<file path="config.mk">
export PLATFORM = sky130hd
export DESIGN_NAME = svg_alu
export DESIGN_NICKNAME = d
export VERILOG_FILES = /design/src/rtl/svg_pkg.sv /design/src/rtl/svg_alu.sv
export SDC_FILE = /design/constraint.sdc
export NUM_CORES = 1
export LEC_CHECK = 0
export BUFFER_PORTS_ARGS = -buffer_cell sky130_fd_sc_hd__buf_2
export CORE_ASPECT_RATIO = 0.9
export CORE_MARGIN = 4
export CORE_UTILIZATION = 51
export DETAILED_ROUTE_END_ITERATION = 8
export GPL_TIMING_DRIVEN = 1
export PLACE_DENSITY = 0.84
export SYNTH_ARGS = -nofsm -noshare
export SYNTH_HDL_FRONTEND = slang
export SYNTH_SLANG_ARGS = --single-unit
</file>
<file path="constraint.sdc">
create_clock -name vclk -period 4.3
set_clock_uncertainty 0.15 [all_clocks]
set_input_delay 0.215 -clock vclk [all_inputs]
set_output_delay 0.215 -clock vclk [all_outputs]
set_load 0.01 [all_outputs]
</file>
<file path="src/rtl/svg_pkg.sv">
// Shared types and constants for the sequence value generator.
package svg_pkg;

  localparam int DEFAULT_VALUE_BITS = 64;
  localparam int CACHE_BITS         = 16;
  localparam int CFG_INDEX_BITS     = 3;

  // Configuration register indexes.
  localparam logic [CFG_INDEX_BITS-1:0] CFG_STEP_SIZE   = 3'd0;
  localparam logic [CFG_INDEX_BITS-1:0] CFG_MIN_LIMIT   = 3'd1;
  localparam logic [CFG_INDEX_BITS-1:0] CFG_MAX_LIMIT   = 3'd2;
  localparam logic [CFG_INDEX_BITS-1:0] CFG_CACHE_COUNT = 3'd3;
  localparam logic [CFG_INDEX_BITS-1:0] CFG_WRAP_ENABLE = 3'd4;

  typedef enum logic [1:0] {
    OP_NEXT  = 2'd0,
    OP_SET   = 2'd1,
    OP_RESET = 2'd2
  } opcode_t;

  typedef enum logic [1:0] {
    ST_OK        = 2'd0,
    ST_OVER_MAX  = 2'd1,
    ST_OVER_MIN  = 2'd2,
    ST_SET_RANGE = 2'd3
  } status_t;

endpackage

</file>
<file path="src/rtl/svg_alu.sv">
// Shared add/subtract unit with a sign flag used for all limit compares.
module svg_alu #(
  parameter int WIDTH = svg_pkg::DEFAULT_VALUE_BITS + 18
) (
  input  logic [WIDTH-1:0] a,
  input  logic [WIDTH-1:0] b,
  input  logic             sub,
  output logic [WIDTH-1:0] sum,
  output logic             neg
);
  logic [WIDTH-1:0] b_in;

  // The operands are sign extended with enough headroom that the
  // difference never overflows, so the sign bit alone orders a and b.
  assign b_in = sub ? ~b : b;
  assign sum  = a + b_in + {{(WIDTH-1){1'b0}}, sub};
  assign neg  = sum[WIDTH-1];
endmodule

</file>
### After elaboration in Yosys (flattened, before gate mapping)

Cells that the tools add are included.

| operators by class | value |
|---|---|
| add/subtract/negate cells | 2 |
| multiplexer cells | 1 |
| bitwise gates (word level) | 1 |

Operators by type and width:

| kind | count |
|---|---|
| 82-bit by 1-bit adder with 82-bit output | 1 |
| 82-bit adder | 1 |
| 82-bit two-way mux | 1 |
| 82-bit NOT | 1 |

| storage, ports and cells | value |
|---|---|
| register bits after elaboration | 0 |
| bits of input ports | 165 |
| output and inout bits | 83 |
| logic and storage cells | 4 |

### Longest topological paths before layout

Gate-level depths: netlist (run 1).

| depth | value |
|---|---|
| depth in word-level cells | 4 |
| gate-level depth with buffers | 16 |
| gate-level depth less buffers | 13 |

### Worst setup path after synthesis (run 1)

Ideal clock, no wire load.

| timing path | value |
|---|---|
| path type | in2out |
| from | in sub |
| to | out sum[75] |
| arrival | 3.681 ns |
| slack | 0.254 ns |
| stages | 15 |
| path buffers | 3 |
| cell sequence | buf_2 buf_1 xor2_1 ha_1 clkbuf_1 a21oi_1 nand2_1 a221oi_1 o41ai_1 a31o_2 a221o_1 a211oi_2 o211ai_2 and3_1 a211oi_1 |

| between the ends | value |
|---|---|
| longest elaborated chain between the ends | 3 |

Ends and longest elaborated chain:

| item | line | source |
|---|---|---|
| start: declaration | svg_alu.sv:7 | `input logic sub,` |
| 82-bit two-way mux | svg_alu.sv:15 | `assign b_in = sub ? ~b : b;` |
| 82-bit adder | svg_alu.sv:16 | `assign sum = a + b_in + {{(WIDTH-1){1'b0}}, sub};` |
| 82-bit by 1-bit adder with 82-bit output * | svg_alu.sv:16 |  |
| end: declaration | svg_alu.sv:8 | `output logic [WIDTH-1:0] sum,` |

Every way passes the cells marked *; elsewhere a longest branch is shown, timed or not.

### Final worst setup path (run 1)

| timing path | value |
|---|---|
| from | in sub |
| to | out sum[76] |

The elaborated chain is that of the path after synthesis.

==> results of run 1 <==
## logic make-up after synthesis
logic type | count (synthesis)
adder cells (fa/ha/maj) | 85
multiplexers | 1
AND/OR/NAND/NOR | 238
AO/OA/AOI/OAI | 299
buffers and inverters | 75
XOR/XNOR | 158
## how the worst max path moves through the flow
stage / endpoint / from / slack, ns / cells after the start
floorplan: sum[75] / sub / 0.25 / 15
global placement: sum[81] / sub / 0.13 / 16
detailed placement: neg / sub / -0.02 / 16
CTS: sum[74] / sub / 0.09 / 15
global route: sum[76] / sub / 0.01 / 15
finish: sum[76] / sub / 0.18 / 16
## layer usage
metal	GRT usage [%]	vias up	wire length [um]
met3	4.098	35	1634
met5	0	-	12
li1	-	3568	-
met1	39.43	3230	8995
met4	5.478	2	375
met2	46.81	338	8825
## what timing repair did
item	4_1_cts	5_1_grt
buffers inserted	0	0
gates resized for setup	1	7
endpoints found under the setup margin	2	18
hold endpoints to repair	0	0
gates cloned	0	0
## cell type report
type               instances  share of cell area, %
multi-input cells        781                  75.72
repair buffers           275                  20.31
diodes                     2                0.06873
well taps                152                  2.612
inverters                 25                  1.289
## critical path, cell delays in order
cell and delay, ns:
sky130_fd_sc_hd__buf_8 0.17, sky130_fd_sc_hd__buf_12 0.18, sky130_fd_sc_hd__xor2_1 0.16, sky130_fd_sc_hd__ha_1 0.37, sky130_fd_sc_hd__and3_1 0.21, sky130_fd_sc_hd__nand2_1 0.06
sky130_fd_sc_hd__or3_1 0.38, sky130_fd_sc_hd__a211o_1 0.28, sky130_fd_sc_hd__a211oi_2 0.40, sky130_fd_sc_hd__o31ai_4 0.13, sky130_fd_sc_hd__o31ai_4 0.30, sky130_fd_sc_hd__buf_4 0.19
sky130_fd_sc_hd__a21oi_1 0.09, sky130_fd_sc_hd__o21ai_0 0.21, sky130_fd_sc_hd__xor2_1 0.22, sky130_fd_sc_hd__buf_2 0.17
## synthesized netlist by cell type, drive strengths merged (3+ instances only)
| cell | count | area, sq um |
|---|---|---|
| a211oi | 7 | 62.56 |
| a21boi | 5 | 37.54 |
| a21o | 35 | 262.8 |
| a21oi | 118 | 594.3 |
| a221o | 5 | 50.05 |
| a221oi | 5 | 43.79 |
| a31o | 3 | 26.28 |
| a31oi | 8 | 50.05 |
| a41oi | 4 | 35.03 |
| and2 | 4 | 25.02 |
| and3 | 9 | 56.30 |
| buf | 15 | 67.57 |
| clkbuf | 35 | 131.4 |
| ha | 84 | 1051 |
| inv | 25 | 93.84 |
| nand2 | 80 | 300.3 |
| nand2b | 8 | 50.05 |
| nand3 | 14 | 70.07 |
| nand4 | 33 | 206.5 |
| nor2 | 57 | 214.0 |
| nor2b | 5 | 31.28 |
| nor3 | 11 | 55.05 |
| nor4 | 5 | 31.28 |
| o211ai | 3 | 27.52 |
| o21a | 9 | 67.56 |
| o21ai | 58 | 290.3 |
| o21bai | 15 | 112.6 |
| o31ai | 8 | 78.82 |
| o41ai | 3 | 33.79 |
| or3 | 5 | 31.28 |
| xnor2 | 50 | 437.9 |
| xor2 | 108 | 945.9 |
## power by group
part,total [mW],switching (mW),internal (mW)
Sequential,0,0,0
Combinational,1.86,1.08,0.778
Clock,0.0000000624,0,0.0000000623
## through the flow
stage	power, mW	TNS, ns	util, %	hold slack, ns
final	1.860	0	66.53	0.5629
after global routing	2.026	0	66.48	0.5995
after CTS	1.827	0	66.12	0.5657
after detailed placement	1.814	-0.04318	66.06	0.5651
after global placement	1.802	0	66.06	0.5668
after floorplan	1.186	0	-	0.3560
==> results_tabular.tex, run 1 <==
\begin{tabular}{lr}
\hline
Metric & Value \\
\hline
\multicolumn{2}{l}{\textbf{Critical path}} \\
\quad CP endpoint kind & output pin \\
\quad Critical Path Start Type & input port \\
\quad Category of the most critical setup path & in -> out \\
\quad Required time at the worst-slack endpoint & 3.93 ns \\
\quad CP max FO & 25 \\
\quad Worst Path Arrival & approximately 3.8 ns \\
\multicolumn{2}{l}{\textbf{Route}} \\
\quad Overall via count from detail\_route & between 7000 and 8000 \\
\quad Antenna violation net count after detailed routing & 0 \\
\quad Violation count after the first detailed-routing iteration & 484 \\
\quad Final routed DRC violation total & 0 \\
\quad Final wirelength & around 20000 um \\
\quad DR pass1 iterations & 7 \\
\quad Vias per cell & 5.808 \\
\quad Routed wire length per instance & 16.07 um \\
\multicolumn{2}{l}{\textbf{Min path}} \\
\quad Hold Path End & sum[0] \\
\quad Worst Hold Class & in -> out \\
\quad WHS Path Cells & 3 \\
\quad Startpoint of the worst hold path & a[0] \\
\multicolumn{2}{l}{\textbf{Placed design}} \\
\quad Placement Cell Area & 7231 sq um \\
\quad Post-Place Cells & 1233 \\
\quad Dpl ws & -0.02205 ns \\
\quad Final weighted congestion in routability-driven placement & 1.023 \\
\quad Port Buf Inserts & between 200 and 250 \\
\quad Half-perimeter wire length of the detailed placement result & between 15000 and 20000 um \\
\multicolumn{2}{l}{\textbf{Floorplanning}} \\
\quad Horiz. Die Dim & 120.1 um \\
\quad Total die area & around 13000 sq um \\
\quad Floorplan die height & between 100 and 150 um \\
\quad Top-level I/O count & 248 \\
\quad Initial core utilization & a little over half \\
\quad Row Count & 36 \\
\quad Core area & approximately 11000 sq um \\
\multicolumn{2}{l}{\textbf{STA}} \\
\quad Minimum period implied by the final worst setup slack & approximately 4.1 ns \\
\quad Final-report hold violation count & 0 \\
\quad Portion of the clock cycle consumed by the worst path in the final layout & 95.91\% \\
\quad Final setup violation count & 0 \\
\quad Max frequency & 242.5 MHz \\
\quad Unrepaired setup endpoints after global routing & no \\
\quad Max-slew violation total from the final report & 0 \\
\quad Least-Margin Pin Slew & approximately 0.5 ns \\
\quad Worst slew margin relative to its limit & 66.39\% \\
\quad PnR worst setup slack & $\sim$0.18 ns \\
\multicolumn{2}{l}{\textbf{Synthesis}} \\
\quad Share of synthesized area occupied by flip-flops and latches & 0\% \\
\quad Number of instances in the synthesized netlist & between 800 and 900 \\
\quad Share of the synthesized netlist area taken by xor and xnor gates & 23.99\% \\
\quad Mapped Nets & 1106 \\
\quad Adder-Cell Fraction of Synth Area & about 19\% \\
\quad Number of distinct library cells after synthesis & 59 \\
\quad Share of synthesized cell area in and, or, nand and nor gates & between 10\% and 20\% \\
\quad Dominant combinational cell family by area after synthesis & compound AO/OA/AOI/OAI gates \\
\quad Synth warnings & 0 \\
\quad Mean area per synthesized cell & just under 7 sq um \\
\quad Synthesized cell area & 5768 sq um \\
\quad Compound-cell area share of the yosys netlist & between 30 and 40\% \\
\quad Mux cell area share after synthesis & 0.1735\% \\
\multicolumn{2}{l}{\textbf{Cells and area}} \\
\quad Count of clock-net buffers in the final layout & 0 \\
\quad Number of flip-flops and latches & 0 \\
\quad Most common cell after layout, fill and taps aside & sky130\_fd\_sc\_hd\_\_buf\_2 \\
\quad Design area & approximately 7300 sq um \\
\quad Combined area of the multi-input logic cells & approximately 5500 sq um \\
\quad Area added between synthesis and finish & 26.25\% \\
\quad Most used cells in the layout excluding fill and tap cells & 247 x sky130\_fd\_sc\_hd\_\_buf\_2, 116 x sky130\_fd\_sc\_hd\_\_a21oi\_1, 108 x sky130\_fd\_sc\_hd\_\_xor2\_1, 84 x sky130\_fd\_sc\_hd\_\_ha\_1, 80 x sky130\_fd\_sc\_hd\_\_nand2\_1 \\
\quad Number of standard cells in the layout, taps in and fillers out & 1235 \\
\quad Post-layout net count & about 1300 \\
\quad Footprint of the flip-flops and latches & 0 sq um \\
\quad Share of post-route cells with drive strength above 1 & 27.01\% \\
\quad Number of inserted filler cells in the final layout & between 1000 and 1500 \\
\multicolumn{2}{l}{\textbf{Global route}} \\
\quad Total grt overflow & 0 \\
\quad Pin count of the biggest net entering global routing & 31 \\
\quad Global-route usage over all layers & roughly 28\% \\
\quad Vias in the first global route & 6684 \\
\quad Global-route wire length before repair & around 32000 um \\
\quad Number of antenna violations at the first check in global routing & 1 \\
\multicolumn{2}{l}{\textbf{Pwr}} \\
\quad Power per cell area & about 260 nW/um\^{}2 \\
\quad Leakage & between 3 and 4 nW \\
\quad Peak supply drop & 0.1667 mV \\
\multicolumn{2}{l}{\textbf{Run status}} \\
\quad Run status & complete, no violations \\
\multicolumn{2}{l}{\textbf{Clock tree}} \\
\quad Post-CTS Hold Fix Bufs & 0 \\
\multicolumn{2}{l}{\textbf{Flow run}} \\
\quad Number of violations of the max-capacitance limit & 0 \\
\hline
\end{tabular}
No activity file was read; power rests on OpenSTA's default activity.
==> inputs of run 2 (changes only) <==
--- a/config.mk
+++ b/config.mk
@@ -8,10 +8,10 @@
 export BUFFER_PORTS_ARGS = -buffer_cell sky130_fd_sc_hd__buf_2
 export CORE_ASPECT_RATIO = 0.9
 export CORE_MARGIN = 4
-export CORE_UTILIZATION = 51
+export CORE_UTILIZATION = 50
 export DETAILED_ROUTE_END_ITERATION = 8
 export GPL_TIMING_DRIVEN = 1
-export PLACE_DENSITY = 0.84
+export PLACE_DENSITY = 0.82
 export SYNTH_ARGS = -nofsm -noshare
 export SYNTH_HDL_FRONTEND = slang
 export SYNTH_SLANG_ARGS = --single-unit
==> constraint.sdc (replaced) <==
create_clock -name vclk -period 4.5
set_clock_uncertainty 0.15 [all_clocks]
set_input_delay 0.225 -clock vclk [all_inputs]
set_output_delay 0.225 -clock vclk [all_outputs]
set_load 0.01 [all_outputs]
==> results_tabular.tex, run 2 (synthesis results as in run 1) <==
\begin{tabular}{lr}
\hline
Metric & Value \\
\hline
\multicolumn{2}{l}{\textbf{Run status}} \\
\quad Run status & complete, no violations \\
\multicolumn{2}{l}{\textbf{Pwr}} \\
\quad Leakage & between 3 and 4 nW \\
\quad Power per cell area & approximately 240 nW/um\^{}2 \\
\quad Peak supply drop & approximately 0.14 mV \\
\multicolumn{2}{l}{\textbf{STA}} \\
\quad Unrepaired setup endpoints after global routing & no \\
\quad Max frequency & between 200 and 250 MHz \\
\quad Least-Margin Pin Slew & $\sim$0.57 ns \\
\quad Minimum period implied by the final worst setup slack & between 4 and 5 ns \\
\quad PnR worst setup slack & 0.2670 ns \\
\quad Portion of the clock cycle consumed by the worst path in the final layout & a little over nine tenths \\
\quad Setup tns final & 0 ns \\
\quad Final setup violation count & 0 \\
\quad Final hold slack & about 0.60 ns \\
\quad Max-slew violation total from the final report & 0 \\
\quad Final-report hold violation count & 0 \\
\quad Worst slew margin relative to its limit & about three fifths \\
\multicolumn{2}{l}{\textbf{Floorplanning}} \\
\quad Top-level I/O count & 248 \\
\quad Horiz. Die Dim & approximately 120 um \\
\quad Core area & roughly 11000 sq um \\
\quad Floorplan die height & roughly 110 um \\
\quad Row Count & 36 \\
\quad Initial core utilization & 52.27\% \\
\quad Total die area & around 13000 sq um \\
\multicolumn{2}{l}{\textbf{Cells and area}} \\
\quad Most used cells in the layout excluding fill and tap cells & 247 x sky130\_fd\_sc\_hd\_\_buf\_2, 117 x sky130\_fd\_sc\_hd\_\_a21oi\_1, 108 x sky130\_fd\_sc\_hd\_\_xor2\_1, 84 x sky130\_fd\_sc\_hd\_\_ha\_1, 80 x sky130\_fd\_sc\_hd\_\_nand2\_1 \\
\quad Number of inserted filler cells in the final layout & around 1000 \\
\quad Number of flip-flops and latches & 0 \\
\quad Footprint of the flip-flops and latches & 0 sq um \\
\quad Post-layout net count & 1327 \\
\quad Count of clock-net buffers in the final layout & 0 \\
\quad Share of post-route cells with drive strength above 1 & a little over a quarter \\
\quad Area added between synthesis and finish & 24.84\% \\
\quad Combined area of the multi-input logic cells & 5485 sq um \\
\quad Most common cell after layout, fill and taps aside & sky130\_fd\_sc\_hd\_\_buf\_2 \\
\quad Fin util & 65.25\% \\
\multicolumn{2}{l}{\textbf{Global route}} \\
\quad Global-route usage over all layers & 27.72\% \\
\quad Number of antenna violations at the first check in global routing & 0 \\
\quad Vias in the first global route & 6551 \\
\quad Pin count of the biggest net entering global routing & 23 \\
\quad Global-route wire length before repair & approximately 31000 um \\
\quad Total grt overflow & 0 \\
\multicolumn{2}{l}{\textbf{Critical path}} \\
\quad CP max FO & 7 \\
\quad Worst Path Arrival & 3.86 ns \\
\quad Critical Path Start Type & input port \\
\quad Beginning of the critical path & sub \\
\quad CP endpoint kind & output pin \\
\quad Category of the most critical setup path & in -> out \\
\quad Required time at the worst-slack endpoint & around 4 ns \\
\multicolumn{2}{l}{\textbf{Route}} \\
\quad Violation count after the first detailed-routing iteration & 507 \\
\quad Vias per cell & roughly 5.8 \\
\quad Routed wire length per instance & roughly 16 um \\
\quad Antenna violation net count after detailed routing & 0 \\
\quad Final wirelength & approximately 20000 um \\
\quad DR pass1 iterations & 5 \\
\quad Final routed DRC violation total & 0 \\
\quad Overall via count from detail\_route & around 7200 \\
\multicolumn{2}{l}{\textbf{Flow run}} \\
\quad Number of violations of the max-capacitance limit & 0 \\
\multicolumn{2}{l}{\textbf{Placed design}} \\
\quad Dpl ws & about 0.18 ns \\
\quad Final weighted congestion in routability-driven placement & 0.9813 \\
\quad Half-perimeter wire length of the detailed placement result & 17210 um \\
\quad Port Buf Inserts & 248 \\
\multicolumn{2}{l}{\textbf{Min path}} \\
\quad Worst Hold Class & in -> out \\
\quad WHS Path Cells & 3 \\
\quad Startpoint of the worst hold path & a[0] \\
\multicolumn{2}{l}{\textbf{Clock tree}} \\
\quad \# Post-CTS Setup Buffers & 0 \\
\hline
\end{tabular}
==> run 2: changes by cell type in the layout (fill, tap and decap cells not counted) <==
| cell | delta |
|---|---|
| sky130_fd_sc_hd__buf_4 | -5 |
| sky130_fd_sc_hd__a21oi_1 | +1 |
| sky130_fd_sc_hd__a21oi_2 | -1 |
| sky130_fd_sc_hd__a41oi_1 | +1 |
| sky130_fd_sc_hd__a41oi_2 | -1 |
| sky130_fd_sc_hd__buf_8 | -1 |
| sky130_fd_sc_hd__o21ai_0 | -1 |
| sky130_fd_sc_hd__o21ai_2 | +1 |
| sky130_fd_sc_hd__o31ai_1 | +1 |
| sky130_fd_sc_hd__o31ai_4 | -1 |
| sky130_fd_sc_hd__o41ai_1 | +1 |
| sky130_fd_sc_hd__o41ai_2 | -1 |
==> run 2: critical path: stages <==
cell	delay [ns]
sky130_fd_sc_hd__buf_4	0.17
sky130_fd_sc_hd__buf_12	0.15
sky130_fd_sc_hd__buf_4	0.15
sky130_fd_sc_hd__xor2_1	0.16
sky130_fd_sc_hd__ha_1	0.40
sky130_fd_sc_hd__nand4_1	0.17
sky130_fd_sc_hd__nor3_1	0.42
sky130_fd_sc_hd__a221oi_1	0.14
sky130_fd_sc_hd__a21boi_1	0.22
sky130_fd_sc_hd__nor4_1	0.08
sky130_fd_sc_hd__buf_4	0.15
sky130_fd_sc_hd__o21a_1	0.22
sky130_fd_sc_hd__o31a_1	0.35
sky130_fd_sc_hd__o21ai_1	0.29
sky130_fd_sc_hd__o21ai_1	0.14
sky130_fd_sc_hd__xnor2_1	0.23
sky130_fd_sc_hd__buf_2	0.18
==> run 2: per-layer routing <==
| layer | share of wire, % | vias up | GRT usage, % |
|---|---|---|---|
| met5 | 0 | - | 0 |
| met4 | 2.1 | 0 | 5.920 |
| met3 | 9.4 | 36 | 3.241 |
| met2 | 43 | 371 | 44.15 |
| met1 | 45 | 3183 | 40.13 |
| li1 | - | 3568 | - |
==> run 2: cell type report <==
| cell class | count | area share [%] |
|---|---|---|
| Inverter | 25 | 1.303 |
| Antenna cell | 2 | 0.06950 |
| Timing Repair Buffer | 269 | 19.81 |
| Tap cell | 152 | 2.641 |
| Multi-Input combinational cell | 781 | 76.18 |
==> run 2: power breakdown <==
group / internal (mW) / switching (mW) / leakage (nW)
logic: 0.733 / 1.03 / 3.60
registers: 0 / 0 / 0
clock network: 0.0000000595 / 0 / 0.0000127
total: 0.733 / 1.03 / 3.60
==> run 2: final timing paths <==
kind,endpoint,slack (ns)
worst min-delay path,sum[0],0.60
worst max-delay path,sum[77],0.27
==> run 2: timing repair <==
| action | 4_1_cts | 5_1_grt |
|---|---|---|
| hold buffers | 0 | 0 |
| resized for setup | 0 | 3 |
| endpoints found under the hold margin | 0 | 0 |
| endpoints found under the setup margin | 0 | 6 |
==> run 2: per-stage QoR <==
stage          instances  instance area [sq um]  power (mW)
2_1_floorplan        856                   5768       1.134
3_3_place_gp        1227                   7186       1.724
3_5_place_dp        1227                   7186       1.728
4_1_cts             1227                   7186       1.739
5_1_grt             1227                   7196       1.925
6_report            1229                   7201       1.759
==> inputs of run 3 (changes only) <==
--- a/config.mk
+++ b/config.mk
@@ -5,13 +5,14 @@
 export SDC_FILE = /design/constraint.sdc
 export NUM_CORES = 1
 export LEC_CHECK = 0
+export ABC_AREA = 1
 export BUFFER_PORTS_ARGS = -buffer_cell sky130_fd_sc_hd__buf_2
 export CORE_ASPECT_RATIO = 0.9
 export CORE_MARGIN = 4
 export CORE_UTILIZATION = 50
 export DETAILED_ROUTE_END_ITERATION = 8
 export GPL_TIMING_DRIVEN = 1
-export PLACE_DENSITY = 0.82
+export PLACE_DENSITY = 0.76
 export SYNTH_ARGS = -nofsm -noshare
 export SYNTH_HDL_FRONTEND = slang
 export SYNTH_SLANG_ARGS = --single-unit
==> results_tabular.tex, run 3 <==
\begin{tabular}{lr}
\hline
Metric & Value \\
\hline
\multicolumn{2}{l}{\textbf{Clock tree}} \\
\quad \# Post-CTS Setup Buffers & 0 \\
\quad Number of resized instances in the post-cts repair step & 0 \\
\quad Post-CTS Hold Fix Bufs & 0 \\
\multicolumn{2}{l}{\textbf{Cells and area}} \\
\quad Post-layout net count & 2245 \\
\quad Share of post-route cells with drive strength above 1 & between 10\% and 20\% \\
\quad Number of inserted filler cells in the final layout & 1742 \\
\quad Combined area of the multi-input logic cells & 6992 sq um \\
\quad Area added between synthesis and finish & 17.48\% \\
\quad Count of clock-net buffers in the final layout & 0 \\
\quad Footprint of the flip-flops and latches & 0 sq um \\
\quad Most used cells in the layout excluding fill and tap cells & 715 x sky130\_fd\_sc\_hd\_\_nand2\_1, 377 x sky130\_fd\_sc\_hd\_\_inv\_1, 247 x sky130\_fd\_sc\_hd\_\_buf\_2, 170 x sky130\_fd\_sc\_hd\_\_nor2\_1, 120 x sky130\_fd\_sc\_hd\_\_xor2\_1 \\
\quad Count of inserted antenna diode cells & 0 \\
\quad Number of flip-flops and latches & 0 \\
\quad Most common cell after layout, fill and taps aside & sky130\_fd\_sc\_hd\_\_nand2\_1 \\
\multicolumn{2}{l}{\textbf{Critical path}} \\
\quad Worst Path Arrival & around 3.4 ns \\
\quad Beginning of the critical path & sub \\
\quad CP endpoint kind & output pin \\
\quad Critical Path Start Type & input port \\
\quad Category of the most critical setup path & in -> out \\
\quad Required time at the worst-slack endpoint & slightly above 4 ns \\
\quad Critical path capture point & sum[20] \\
\quad CP max FO & 38 \\
\multicolumn{2}{l}{\textbf{Synthesis}} \\
\quad Mapped Nets & approximately 2000 \\
\quad Share of the synthesized netlist area taken by xor and xnor gates & between 10\% and 20\% \\
\quad Number of distinct library cells after synthesis & 29 \\
\quad Synthesized cell area & between 8000 and 9000 sq um \\
\quad Cell taking the most area after synthesis & sky130\_fd\_sc\_hd\_\_nand2\_1 \\
\quad Most frequent cells after synthesis & 715 x sky130\_fd\_sc\_hd\_\_nand2\_1, 377 x sky130\_fd\_sc\_hd\_\_inv\_1, 170 x sky130\_fd\_sc\_hd\_\_nor2\_1 \\
\quad Adder-Cell Fraction of Synth Area & between 10\% and 20\% \\
\quad Dominant combinational cell family by area after synthesis & simple AND/OR/NAND/NOR gates \\
\quad Fraction of synthesized cell area taken by the top area cell type & around a third \\
\quad Most frequent cell after synthesis & sky130\_fd\_sc\_hd\_\_nand2\_1 \\
\quad Mux cell area share after synthesis & 0\% \\
\quad Synth warnings & 0 \\
\quad Mean area per synthesized cell & a little under 5 sq um \\
\quad Compound-cell area share of the yosys netlist & 6.939\% \\
\quad Cells taking the most area after synthesis & sky130\_fd\_sc\_hd\_\_nand2\_1 32\%, sky130\_fd\_sc\_hd\_\_inv\_1 17\%, sky130\_fd\_sc\_hd\_\_ha\_1 12\%, sky130\_fd\_sc\_hd\_\_xor2\_1 12\%, sky130\_fd\_sc\_hd\_\_nor2\_1 7.5\% \\
\quad Share of synthesized area occupied by flip-flops and latches & 0\% \\
\quad Number of instances in the synthesized netlist & roughly 1800 \\
\quad Share of synthesized cell area in and, or, nand and nor gates & about half \\
\multicolumn{2}{l}{\textbf{Route}} \\
\quad DR pass1 iterations & 6 \\
\quad Routed wire length per instance & roughly 16 um \\
\quad Antenna violation net count after detailed routing & 0 \\
\quad Vias per cell & 5.164 \\
\quad Final wirelength & roughly 35000 um \\
\quad Violation count after the first detailed-routing iteration & between 1000 and 1500 \\
\quad Final routed DRC violation total & 0 \\
\quad Overall via count from detail\_route & $\sim$11000 \\
\multicolumn{2}{l}{\textbf{STA}} \\
\quad Least-Margin Pin Slew & 0.7651 ns \\
\quad Final hold slack & roughly 0.60 ns \\
\quad Worst slew margin relative to its limit & 48.99\% \\
\quad Final-report hold violation count & 0 \\
\quad Unrepaired setup endpoints after global routing & no \\
\quad Portion of the clock cycle consumed by the worst path in the final layout & 83.82\% \\
\quad Final setup violation count & 0 \\
\quad Max frequency & around 270 MHz \\
\quad Max-slew violation total from the final report & 0 \\
\quad Minimum period implied by the final worst setup slack & approximately 3.8 ns \\
\quad Setup tns final & 0 ns \\
\multicolumn{2}{l}{\textbf{Global route}} \\
\quad Vias in the first global route & 10280 \\
\quad Global-route usage over all layers & 34.70\% \\
\quad Pin count of the biggest net entering global routing & 39 \\
\quad Global-route wire length before repair & about 54000 um \\
\quad Number of antenna violations at the first check in global routing & 0 \\
\quad Total grt overflow & 0 \\
\multicolumn{2}{l}{\textbf{Placed design}} \\
\quad Port Buf Inserts & around 250 \\
\quad Half-perimeter wire length of the detailed placement result & about 32000 um \\
\quad Final weighted congestion in routability-driven placement & approximately 1.1 \\
\multicolumn{2}{l}{\textbf{Pwr}} \\
\quad Peak supply drop & between 0.1 and 0.15 mV \\
\quad Leakage & $\sim$6.5 nW \\
\quad Power per cell area & 214.8 nW/um\^{}2 \\
\multicolumn{2}{l}{\textbf{Floorplanning}} \\
\quad Floorplan die height & roughly 130 um \\
\quad Horiz. Die Dim & roughly 150 um \\
\quad Core area & 16410 sq um \\
\quad Top-level I/O count & between 200 and 250 \\
\quad Total die area & 19180 sq um \\
\quad Initial core utilization & roughly half \\
\quad Row Count & between 40 and 50 \\
\multicolumn{2}{l}{\textbf{Flow run}} \\
\quad Number of violations of the max-capacitance limit & 0 \\
\multicolumn{2}{l}{\textbf{Run status}} \\
\quad Run status & complete, no violations \\
\multicolumn{2}{l}{\textbf{Min path}} \\
\quad Worst Hold Class & in -> out \\
\hline
\end{tabular}
-- run 3: changes by cell type in the layout (fill, tap and decap cells not counted), moves of 13 or more --
cell | before | now
sky130_fd_sc_hd__a21oi_1 | 117 | 73
sky130_fd_sc_hd__xnor2_1 | 50 | 10
sky130_fd_sc_hd__nor2_2 | 0 | 37
sky130_fd_sc_hd__inv_2 | 0 | 13
sky130_fd_sc_hd__nand4_1 | 33 | 3
sky130_fd_sc_hd__o21ai_0 | 53 | 16
sky130_fd_sc_hd__nand2_2 | 0 | 17
sky130_fd_sc_hd__nand2_1 | 80 | 715
sky130_fd_sc_hd__buf_4 | 20 | 1
sky130_fd_sc_hd__inv_1 | 25 | 377
sky130_fd_sc_hd__a21o_1 | 35 | 2
sky130_fd_sc_hd__nor2_1 | 57 | 170
sky130_fd_sc_hd__nand3_1 | 14 | 57
-- run 3: layer usage --
metal	vias up	GRT usage [%]	part of all wire (%)
li1	5664	-	-
met1	5060	53.77	46
met2	598	51.62	40
met3	38	4.985	12
met4	0	4.536	1.6
met5	-	0	0
-- run 3: final cells by class --
type	instances	area share, %
repair buffers	250	12.84
multi-input cells	1353	69.93
well taps	207	2.590
inverters	390	14.64
-- run 3: how the worst min path moves through the flow --
stage          slack, ns  from      to  cells past startpoint
2_1_floorplan       0.42  a[0]  sum[0]                      2
3_3_place_gp        0.59  a[0]  sum[0]                      4
3_5_place_dp        0.60  a[0]  sum[0]                      4
4_1_cts             0.60  a[0]  sum[0]                      4
5_1_grt             0.65  a[0]  sum[0]                      4
6_report            0.60  a[0]  sum[0]                      4
-- run 3: where the power goes --
part | internal (mW) | total, mW | switching (mW)
clock | 0 | 0 | 0
combinational | 0.730 | 2.15 | 1.42
sequential | 0 | 0 | 0
-- run 3: cells by family (layout without fill, tap and decap cells) --
| group | after synthesis | after routing |
|---|---|---|
| adders and majority gates | 85 | 85 |
| AOI/OAI and AO/OA | 110 | 110 |
| xor gates and xnor gates | 130 | 130 |
| and+or+nand+nor | 1028 | 1028 |
| buffers and inverters | 400 | 640 |
-- run 3: critical path: stages --
cell	delay, ns
sky130_fd_sc_hd__buf_4	0.60
sky130_fd_sc_hd__buf_12	0.28
sky130_fd_sc_hd__xor2_1	0.10
sky130_fd_sc_hd__ha_1	0.35
sky130_fd_sc_hd__nand2_1	0.20
sky130_fd_sc_hd__nor2_2	0.28
sky130_fd_sc_hd__nand2_1	0.08
sky130_fd_sc_hd__nor2_1	0.38
sky130_fd_sc_hd__nand2_1	0.17
sky130_fd_sc_hd__nand3_1	0.23
sky130_fd_sc_hd__xor2_1	0.28
sky130_fd_sc_hd__buf_2	0.19
-- run 3: per-stage QoR --
stage	instance area [sq um]	utilization, %	setup slack [ns]	power (mW)	cells
2_1_floorplan	8511	-	1.914	1.318	1753
3_3_place_gp	9998	60.94	0.7781	2.067	2200
3_5_place_dp	9998	60.94	0.8913	2.077	2200
4_1_cts	9998	60.94	0.8786	2.087	2200
5_1_grt	9998	60.94	0.6672	2.337	2200
6_report	9998	60.94	0.7279	2.147	2200
